==> src/sv/idv_pkg.sv <==
// Package: types, constants and per-character functions of the ID number validator.
`default_nettype none

package idv_pkg;

    localparam logic [7:0] CHAR_ZERO    = 8'd48;
    localparam logic [7:0] CHAR_NINE    = 8'd57;
    localparam logic [7:0] CHAR_SPACE   = 8'd32;
    localparam logic [7:0] CHAR_WS_LO   = 8'd9;
    localparam logic [7:0] CHAR_WS_HI   = 8'd13;
    localparam logic [3:0] TOTAL_DIGITS = 4'd13;
    localparam logic [3:0] SPACE_POS_A  = 4'd4;
    localparam logic [3:0] SPACE_POS_B  = 4'd9;
    localparam logic [3:0] CHECK_POS    = 4'd8;
    localparam logic [3:0] REGION_END   = 4'd11;
    localparam logic [6:0] NUM_REGIONS  = 7'd22;
    localparam int         CHECK_MOD    = 11;

    typedef enum logic [2:0] {
        RSN_VALID     = 3'd0,
        RSN_EMPTY     = 3'd1,
        RSN_FORMAT    = 3'd2,
        RSN_ZERO_CODE = 3'd3,
        RSN_REGION_HI = 3'd4,
        RSN_SUB_HI    = 3'd5,
        RSN_CHECK     = 3'd6
    } t_reason;

    typedef struct packed {
        logic [3:0] digit_count;
        logic       space_taken;
        logic       format_bad;
        logic       chars_seen;
        logic [3:0] wsum;
        logic [3:0] check_digit;
        logic [6:0] region;
        logic [6:0] subregion;
    } t_state;

    typedef struct packed {
        logic       advance;
        logic [7:0] ch;
        logic       no_char;
        logic       last;
    } t_step;

    localparam t_state STATE_RESET = '0;

    function automatic logic is_ws(input logic [7:0] c);
        return (c == CHAR_SPACE) || (c >= CHAR_WS_LO && c <= CHAR_WS_HI);
    endfunction

    // value below 99 reduced mod 11 by parallel threshold compares
    function automatic logic [3:0] mod11(input logic [6:0] x);
        logic [6:0] r;
        r = x;
        for (int k = 1; k <= 8; k++) begin
            if (x >= 7'(CHECK_MOD * k)) begin
                r = x - 7'(CHECK_MOD * k);
            end
        end
        return r[3:0];
    endfunction

    function automatic logic [6:0] sub_limit(input logic [4:0] idx);
        logic [6:0] lim;
        case (idx)
            5'd0:    lim = 7'd17;
            5'd1:    lim = 7'd8;
            5'd2:    lim = 7'd16;
            5'd3:    lim = 7'd16;
            5'd4:    lim = 7'd13;
            5'd5:    lim = 7'd14;
            5'd6:    lim = 7'd19;
            5'd7:    lim = 7'd8;
            5'd8:    lim = 7'd24;
            5'd9:    lim = 7'd21;
            5'd10:   lim = 7'd9;
            5'd11:   lim = 7'd30;
            5'd12:   lim = 7'd32;
            5'd13:   lim = 7'd21;
            5'd14:   lim = 7'd8;
            5'd15:   lim = 7'd17;
            5'd16:   lim = 7'd14;
            5'd17:   lim = 7'd5;
            5'd18:   lim = 7'd11;
            5'd19:   lim = 7'd11;
            5'd20:   lim = 7'd7;
            5'd21:   lim = 7'd17;
            default: lim = 7'd0;
        endcase
        return lim;
    endfunction

    function automatic t_state take_byte(input t_state s, input logic [7:0] c);
        t_state     n;
        logic [3:0] d;
        logic [6:0] prod;
        n = s;
        n.chars_seen = 1'b1;
        d = 4'(c - CHAR_ZERO);
        prod = 7'({3'b000, d} * (7'(s.digit_count) + 7'd2));
        if (!s.format_bad) begin
            if (c >= CHAR_ZERO && c <= CHAR_NINE) begin
                if (s.digit_count >= TOTAL_DIGITS) begin
                    n.format_bad = 1'b1;
                end else begin
                    if (s.digit_count < CHECK_POS) begin
                        n.wsum = mod11(7'(s.wsum) + prod);
                    end else if (s.digit_count == CHECK_POS) begin
                        n.check_digit = d;
                    end else if (s.digit_count < REGION_END) begin
                        n.region = 7'(s.region * 7'd10 + 7'(d));
                    end else begin
                        n.subregion = 7'(s.subregion * 7'd10 + 7'(d));
                    end
                    n.digit_count = s.digit_count + 4'd1;
                    n.space_taken = 1'b0;
                end
            end else if (is_ws(c)) begin
                if ((s.digit_count == SPACE_POS_A || s.digit_count == SPACE_POS_B)
                        && !s.space_taken) begin
                    n.space_taken = 1'b1;
                end else begin
                    n.format_bad = 1'b1;
                end
            end else begin
                n.format_bad = 1'b1;
            end
        end
        return n;
    endfunction

    function automatic t_reason verdict(input t_state s);
        t_reason r;
        if (!s.chars_seen) begin
            r = RSN_EMPTY;
        end else if (s.format_bad || s.digit_count != TOTAL_DIGITS) begin
            r = RSN_FORMAT;
        end else if (s.region == 7'd0 || s.subregion == 7'd0) begin
            r = RSN_ZERO_CODE;
        end else if (s.region > NUM_REGIONS) begin
            r = RSN_REGION_HI;
        end else if (s.subregion > sub_limit(5'(s.region - 7'd1))) begin
            r = RSN_SUB_HI;
        end else if (s.wsum != s.check_digit) begin
            r = RSN_CHECK;
        end else begin
            r = RSN_VALID;
        end
        return r;
    endfunction

endpackage

`default_nettype wire

==> src/sv/idv_if.sv <==
// Stream interfaces: character beats in, verdict beats out.
`default_nettype none

interface idv_in_if;
    logic       valid;
    logic       ready;
    logic [7:0] ch;
    logic       no_char;
    logic       last;

    modport source (output valid, output ch, output no_char, output last, input ready);
    modport sink   (input valid, input ch, input no_char, input last, output ready);
endinterface

interface idv_out_if;
    logic       valid;
    logic       ready;
    logic       valid_res;
    logic [2:0] reason;

    modport source (output valid, output valid_res, output reason, input ready);
    modport sink   (input valid, input valid_res, input reason, output ready);
endinterface

`default_nettype wire

==> src/sv/id_number_check_digit_validator_top.sv <==
// Top level: input register, per-string accumulator and verdict register.
`default_nettype none

// Checks an identity number streamed one character per beat (4 digits, optional
// whitespace, 5 digits, optional whitespace, 4 digits) and returns one verdict
// beat for each beat marked last: a mod-11 weighted check digit, region 1..22
// and a per-region subregion limit. One beat is taken every cycle but in a
// stall; an accepted beat waits in the input register, and for a last beat the
// verdict is formed combinationally and loaded into the output register.
// Input beats stall only when a last beat waits behind an unread verdict.
module id_number_check_digit_validator_top
    import idv_pkg::*;
(
    input  wire logic  i_clk,
    input  wire logic  i_rst_n,
    idv_in_if.sink     i_in,
    idv_out_if.source  o_res
);

    logic       r_in_valid;
    logic [7:0] r_in_ch;
    logic       r_in_no_char;
    logic       r_in_last;

    logic       r_out_valid;
    logic       r_valid_res;
    t_reason    r_reason;

    logic       advance;
    t_step      step;
    t_reason    reason;

    assign advance    = r_in_valid && (!r_in_last || !r_out_valid || o_res.ready);
    assign i_in.ready = !r_in_valid || advance;

    assign step = '{advance: advance, ch: r_in_ch, no_char: r_in_no_char, last: r_in_last};

    idv_accum u_accum (
        .i_clk    (i_clk),
        .i_rst_n  (i_rst_n),
        .i_step   (step),
        .o_reason (reason)
    );

    always_ff @(posedge i_clk) begin
        if (!i_rst_n) begin
            r_in_valid <= 1'b0;
        end else if (i_in.valid && i_in.ready) begin
            r_in_valid <= 1'b1;
        end else if (advance) begin
            r_in_valid <= 1'b0;
        end
    end

    always_ff @(posedge i_clk) begin
        if (i_in.valid && i_in.ready) begin
            r_in_ch      <= i_in.ch;
            r_in_no_char <= i_in.no_char;
            r_in_last    <= i_in.last;
        end
    end

    always_ff @(posedge i_clk) begin
        if (!i_rst_n) begin
            r_out_valid <= 1'b0;
        end else if (advance && r_in_last) begin
            r_out_valid <= 1'b1;
        end else if (o_res.ready) begin
            r_out_valid <= 1'b0;
        end
    end

    always_ff @(posedge i_clk) begin
        if (advance && r_in_last) begin
            r_reason    <= reason;
            r_valid_res <= (reason == RSN_VALID) || (reason == RSN_EMPTY);
        end
    end

    assign o_res.valid     = r_out_valid;
    assign o_res.valid_res = r_valid_res;
    assign o_res.reason    = r_reason;

`ifndef NO_ASSERTIONS
    a_last_gives_beat: assert property (@(posedge i_clk) disable iff (!i_rst_n)
        advance && r_in_last |=> r_out_valid)
        else $error("last beat did not produce a verdict");

    a_flag_matches: assert property (@(posedge i_clk) disable iff (!i_rst_n)
        r_out_valid |-> (r_valid_res ==
            ((r_reason == RSN_VALID) || (r_reason == RSN_EMPTY))))
        else $error("valid_res disagrees with reason");

    a_last_held: assert property (@(posedge i_clk) disable iff (!i_rst_n)
        r_in_valid && r_in_last && r_out_valid && !o_res.ready |=> r_in_valid)
        else $error("last beat dropped while verdict stalled");
`endif

endmodule

`default_nettype wire

==> src/sv/idv_accum.sv <==
// Per-string state register, character update and verdict logic.
`default_nettype none

module idv_accum
    import idv_pkg::*;
(
    input  wire logic    i_clk,
    input  wire logic    i_rst_n,
    input  wire t_step   i_step,
    output t_reason      o_reason
);

    t_state r_state;
    t_state n_state;
    t_state upd;

    always_comb begin
        upd = i_step.no_char ? r_state : take_byte(r_state, i_step.ch);
        o_reason = verdict(upd);
        n_state = i_step.last ? STATE_RESET : upd;
    end

    always_ff @(posedge i_clk) begin
        if (!i_rst_n) begin
            r_state <= STATE_RESET;
        end else if (i_step.advance) begin
            r_state <= n_state;
        end
    end

endmodule

`default_nettype wire

==> src/flat_wrapper.sv <==
// flat-port wrapper written by rule: the top's interface ports become plain ports
module id_number_check_digit_validator_top_flat import idv_pkg::*;
  (i_clk, i_rst_n, i_in_valid, i_in_ch, i_in_no_char, i_in_last, i_in_ready, o_res_valid, o_res_valid_res, o_res_reason, o_res_ready);
  idv_in_if i_in_i ();
  idv_out_if o_res_i ();
  input  wire logic i_clk;
  input  wire logic i_rst_n;
  input wire logic [$bits(i_in_i.valid)-1:0] i_in_valid;
  input wire logic [$bits(i_in_i.ch)-1:0] i_in_ch;
  input wire logic [$bits(i_in_i.no_char)-1:0] i_in_no_char;
  input wire logic [$bits(i_in_i.last)-1:0] i_in_last;
  output wire logic [$bits(i_in_i.ready)-1:0] i_in_ready;
  output wire logic [$bits(o_res_i.valid)-1:0] o_res_valid;
  output wire logic [$bits(o_res_i.valid_res)-1:0] o_res_valid_res;
  output wire logic [$bits(o_res_i.reason)-1:0] o_res_reason;
  input wire logic [$bits(o_res_i.ready)-1:0] o_res_ready;
  assign i_in_i.valid = i_in_valid;
  assign i_in_i.ch = i_in_ch;
  assign i_in_i.no_char = i_in_no_char;
  assign i_in_i.last = i_in_last;
  assign i_in_ready = i_in_i.ready;
  assign o_res_valid = o_res_i.valid;
  assign o_res_valid_res = o_res_i.valid_res;
  assign o_res_reason = o_res_i.reason;
  assign o_res_i.ready = o_res_ready;
  id_number_check_digit_validator_top u_core (.i_clk(i_clk), .i_rst_n(i_rst_n), .i_in(i_in_i), .o_res(o_res_i));
endmodule
==> config.mk <==
export PLATFORM = sky130hd
export DESIGN_NAME = id_number_check_digit_validator_top_flat
export DESIGN_NICKNAME = d
export VERILOG_FILES = /design/src/sv/idv_pkg.sv /design/src/sv/idv_if.sv /design/src/sv/id_number_check_digit_validator_top.sv /design/src/sv/idv_accum.sv /design/src/flat_wrapper.sv
export SDC_FILE = /design/constraint.sdc
export NUM_CORES = 1
export LEC_CHECK = 0
export ABC_AREA = 1
export BUFFER_PORTS_ARGS = -buffer_cell sky130_fd_sc_hd__clkbuf_2
export CORE_ASPECT_RATIO = 1.2
export CORE_MARGIN = 2
export CORE_UTILIZATION = 50
export CTS_CLUSTER_DIAMETER = 100
export DETAILED_ROUTE_END_ITERATION = 12
export PLACE_DENSITY = 0.69
export SETUP_SLACK_MARGIN = 0.4
export SLEW_MARGIN = 20
export SYNTH_ARGS = -nofsm -noshare
export SYNTH_HDL_FRONTEND = slang
export SYNTH_SLANG_ARGS = --single-unit
==> constraint.sdc <==
create_clock -name i_clk -period 4.9 [get_ports i_clk]
set_input_delay 0.245 -clock i_clk [delete_from_list [all_inputs] [get_ports i_clk]]
set_output_delay 0.245 -clock i_clk [all_outputs]
set_load 0.03 [all_outputs]
==> impl_metrics.tcl <==
set metrics [dict create \
    finalPower_mw 0.896 \
    reg2regPathDepth 31 \
    synthAdderAreaFrac_pct 19.8 \
    synthTopCellsByCount "nand2_1 (209), inv_1 (98), ha_1 (58)" \
    synth-seq-cells 45 \
    synthFlopType "dfxtp_1" \
    r2r_end "u_core.o_res.reason[2]$_DFFE_PP_" \
    drt_wl_total_um 12500 \
    num_vias 4790 \
    crit_start "u_core.u_accum.r_state[27]$_SDFFE_PN0P_" \
    synth.largest_area_cell "nand2_1" \
    fmax_mhz 210 \
    detail-route-antenna-nets 0 \
    syn_area_sq_um 4880 \
    syn_nets 806 \
    timing.final.crit_period_ns 4.76 \
    required_ns 4.96 \
    cts_buffers 5 \
    first_global_vias 4558 \
    rsz0062_at_grt "yes" \
    cts_tree "built" \
    yosysWarnings 0 \
    synth_top_family_by_area "simple AND/OR/NAND/NOR gates" \
    ioPinCount 20 \
    final_layout_size_suffix_gt1_share_pct 22.9 \
    clk_pin_slew_worst_paths_ns 0.07 \
    synth.distinct_cells 50 \
    syn_area_per_cell_sq_um 6.75 \
    status "complete, no violations" \
    synth_edf_count 14 \
    synth_top_area_share_pct 16.1 \
    p_sw_share_pct 28.7 \
    finalHoldViolCount 0 \
    synth_area_leaders "nand2_1 (16%), ha_1 (15%), dfxtp_1 (13%)" \
    syn_inst 722 \
    setup.worst_path.end "u_core.o_res.reason[2]$_DFFE_PP_" \
    worst_path_max_delay_cell "fa_1" \
    clk_root_buffer_cell "clkbuf_16" \
    nNetsFinal 864 \
    die-area_sq_um 10600 \
    syn_to_final_growth_pct 20.8 \
    clock_skew_ns 0.00651 \
    synth-xor-area-share_pct 3.39 \
    drv_cap 0 \
    ys_seq_area_share_pct 21.3 \
    h-tree-depth 2 \
    post-dp-hpwl_um 9190 \
    async_flop_share_pct 0 \
    comb_power_share_pct 16.5 \
    start_util_pct 51.2 \
    seqPwrFrac_pct 44.3 \
    drtPass1Iterations 4 \
    synth.area.mux_share_pct 0.411 \
    drv_slew 0 \
    wl_per_cell_um 13.8 \
    post-route-period-util_pct 97.2 \
    p_switching_mw 0.257 \
    critPathMaxFanout 6 \
    clkPwrFrac_pct 39.2 \
    p_int_mw 0.639 \
    finalSetupTns_ns 0 \
    grt_max_degree 29 \
    powerDensity_nw_per_um2 152 \
    synth.most_common_cell "nand2_1" \
    min_path_cells 1 \
    crit_top_cell "nand2_1" \
    portBuffers 19 \
    grt_pass1_wl_um 20100 \
    hp-class "primary input to flip-flop" \
    cts_buffer_depth 2 \
    drc 0 \
    relSlewSlack_pct 35.6 \
    critPathArrivalTime_ns 4.82 \
    slowest_delay_ns 0.52 \
    reg2reg_from "u_core.u_accum.r_state[27]$_SDFFE_PN0P_" \
    die_y_um 112 \
    synth_compound_area_share_pct 14.0 \
    crit_path_end_kind "flip-flop" \
    holdBufCountCts 0 \
    worst_slew_pin_slew_ns 0.963 \
    die_w_um 94.1 \
    reg2reg_slack_ns 0.14 \
    antenna_cells 0 \
    via_per_inst 5.30 \
    synth-simple-area-share_pct 31.3 \
    antenna_found_initial 0 \
    overflow 0 \
    worstSetupStartpointType "flip-flop" \
    path_class "flip-flop to flip-flop" \
    ir_worst_vdd_mv 0.224 \
    clock-sinks 45 \
    dr.first_iter.drc_count 196 \
    leakagePower_nw 2.93 \
    gp_congestion 0.872 \
    fp-row-count 39 \
    setup_viol 0 \
    clock_latency_ns 0.30 \
    core_area_sq_um 9520 \
    grt_usage_pct 23.2 \
]
==> layout make-up <==
| class | instances | area, sq um |
|---|---|---|
| Tap cell | 123 | 154 |
| Sequential cell | 45 | 1050 |
| Clock inverter | 3 | 25.0 |
| Timing Repair Buffer | 59 | 412 |
| Clock buffer | 5 | 125 |
| Inverter | 117 | 444 |
| Multi-Input combinational cell | 552 | 3680 |
| Fill cell | 856 | 3620 |
==> registers in the layout, summed over array words and instances (netlist names) <==
| register | cells |
|---|---|
| u_core.r_in_ch | 8 |
| u_core.r_in_no_char | 1 |
| u_core.u_accum.r_state | 29 |
| u_core.o_res.valid | 1 |
| u_core.r_in_valid | 1 |
| u_core.o_res.valid_res | 1 |
| u_core.o_res.reason | 3 |
| u_core.r_in_last | 1 |
==> per-layer routing <==
layer	GRT usage, %	wire [um]	vias to the layer above
li1	-	-	2443
met1	28.3	5390	2237
met2	42.9	6520	93
met3	2.62	388	17
met4	5.99	209	0
met5	0	0	-
==> what timing repair did <==
| action | in CTS | in global routing |
|---|---|---|
| pin swaps | 24 | 39 |
| gates cloned | 0 | 0 |
| hold endpoints to repair | 0 | 0 |
| endpoints found under the setup margin | 5 | 7 |
| resized for setup | 12 | 59 |
| buffers inserted | 13 | 13 |
==> worst max-delay path, delay by kind of cell (launching register included) <==
family / cells / cell delay (ns)
buf+inv: 3 / 0.19
simple gates: 22 / 1.81
flops: 1 / 0.34
compound gates: 1 / 0.14
fa+ha+maj: 5 / 2.02
==> metrics by stage <==
stage | area, sq um | utilization [%] | setup slack [ns] | cells | hold WS (ns)
finish | 5890 | 61.9 | 0.139 | 904 | 0.124
global route | 5890 | 61.9 | -0.171 | 904 | 0.113
CTS | 5570 | 58.5 | 0.0697 | 891 | 0.120
detailed placement | 5270 | 55.3 | -0.0487 | 870 | 0.424
global placement | 5270 | 55.3 | 0.0668 | 870 | 0.424
floorplan | 4950 | - | 0.403 | 722 | 0.344
==> placed cells by master (no fill, tap or decap), drive strengths merged, types with 7 or more instances in the layout <==
master  count
nand2     216
a21oi      55
or2         8
xor2        7
fa         12
buf        40
nand4      10
dfxtp      31
o21ai      43
xnor2      11
ha         58
edfxtp     14
inv       116
clkbuf     24
nand3      49
nor2       56
==> cells by family (layout without fill, tap and decap cells) <==
| group | count (synthesis) | after routing |
|---|---|---|
| AND/OR/NAND/NOR | 347 | 347 |
| buffers and inverters | 125 | 184 |
| AO/OA/AOI/OAI | 115 | 115 |
| adder cells (fa/ha/maj) | 70 | 70 |
| flip-flops | 45 | 45 |
| XOR/XNOR | 18 | 18 |
| multiplexers | 2 | 2 |
==> power by group through the flow <==
stage | combinational, mW | clock (mW) | sequential [mW]
floorplan | 0.0844 | 0 | 0.409
CTS | 0.131 | 0.359 | 0.397
global placement | 0.122 | 0 | 0.406
detailed placement | 0.124 | 0 | 0.406
global route | 0.162 | 0.371 | 0.398
finish | 0.147 | 0.352 | 0.397
==> worst min path at each step <==
stage | slack, ns | to | from
after CTS | 0.12 | u_core.r_in_last$_DFFE_PP_ | i_in_last
after detailed placement | 0.42 | u_core.r_in_ch[0]$_DFFE_PP_ | i_in_ch[0]
after global routing | 0.11 | u_core.r_in_last$_DFFE_PP_ | i_in_last
after global placement | 0.42 | u_core.r_in_no_char$_DFFE_PP_ | i_in_no_char
after floorplan | 0.34 | u_core.r_in_ch[0]$_DFFE_PP_ | i_in_ch[0]
final | 0.12 | u_core.r_in_last$_DFFE_PP_ | i_in_last
Note: power is estimated with default switching activity, not from simulation.
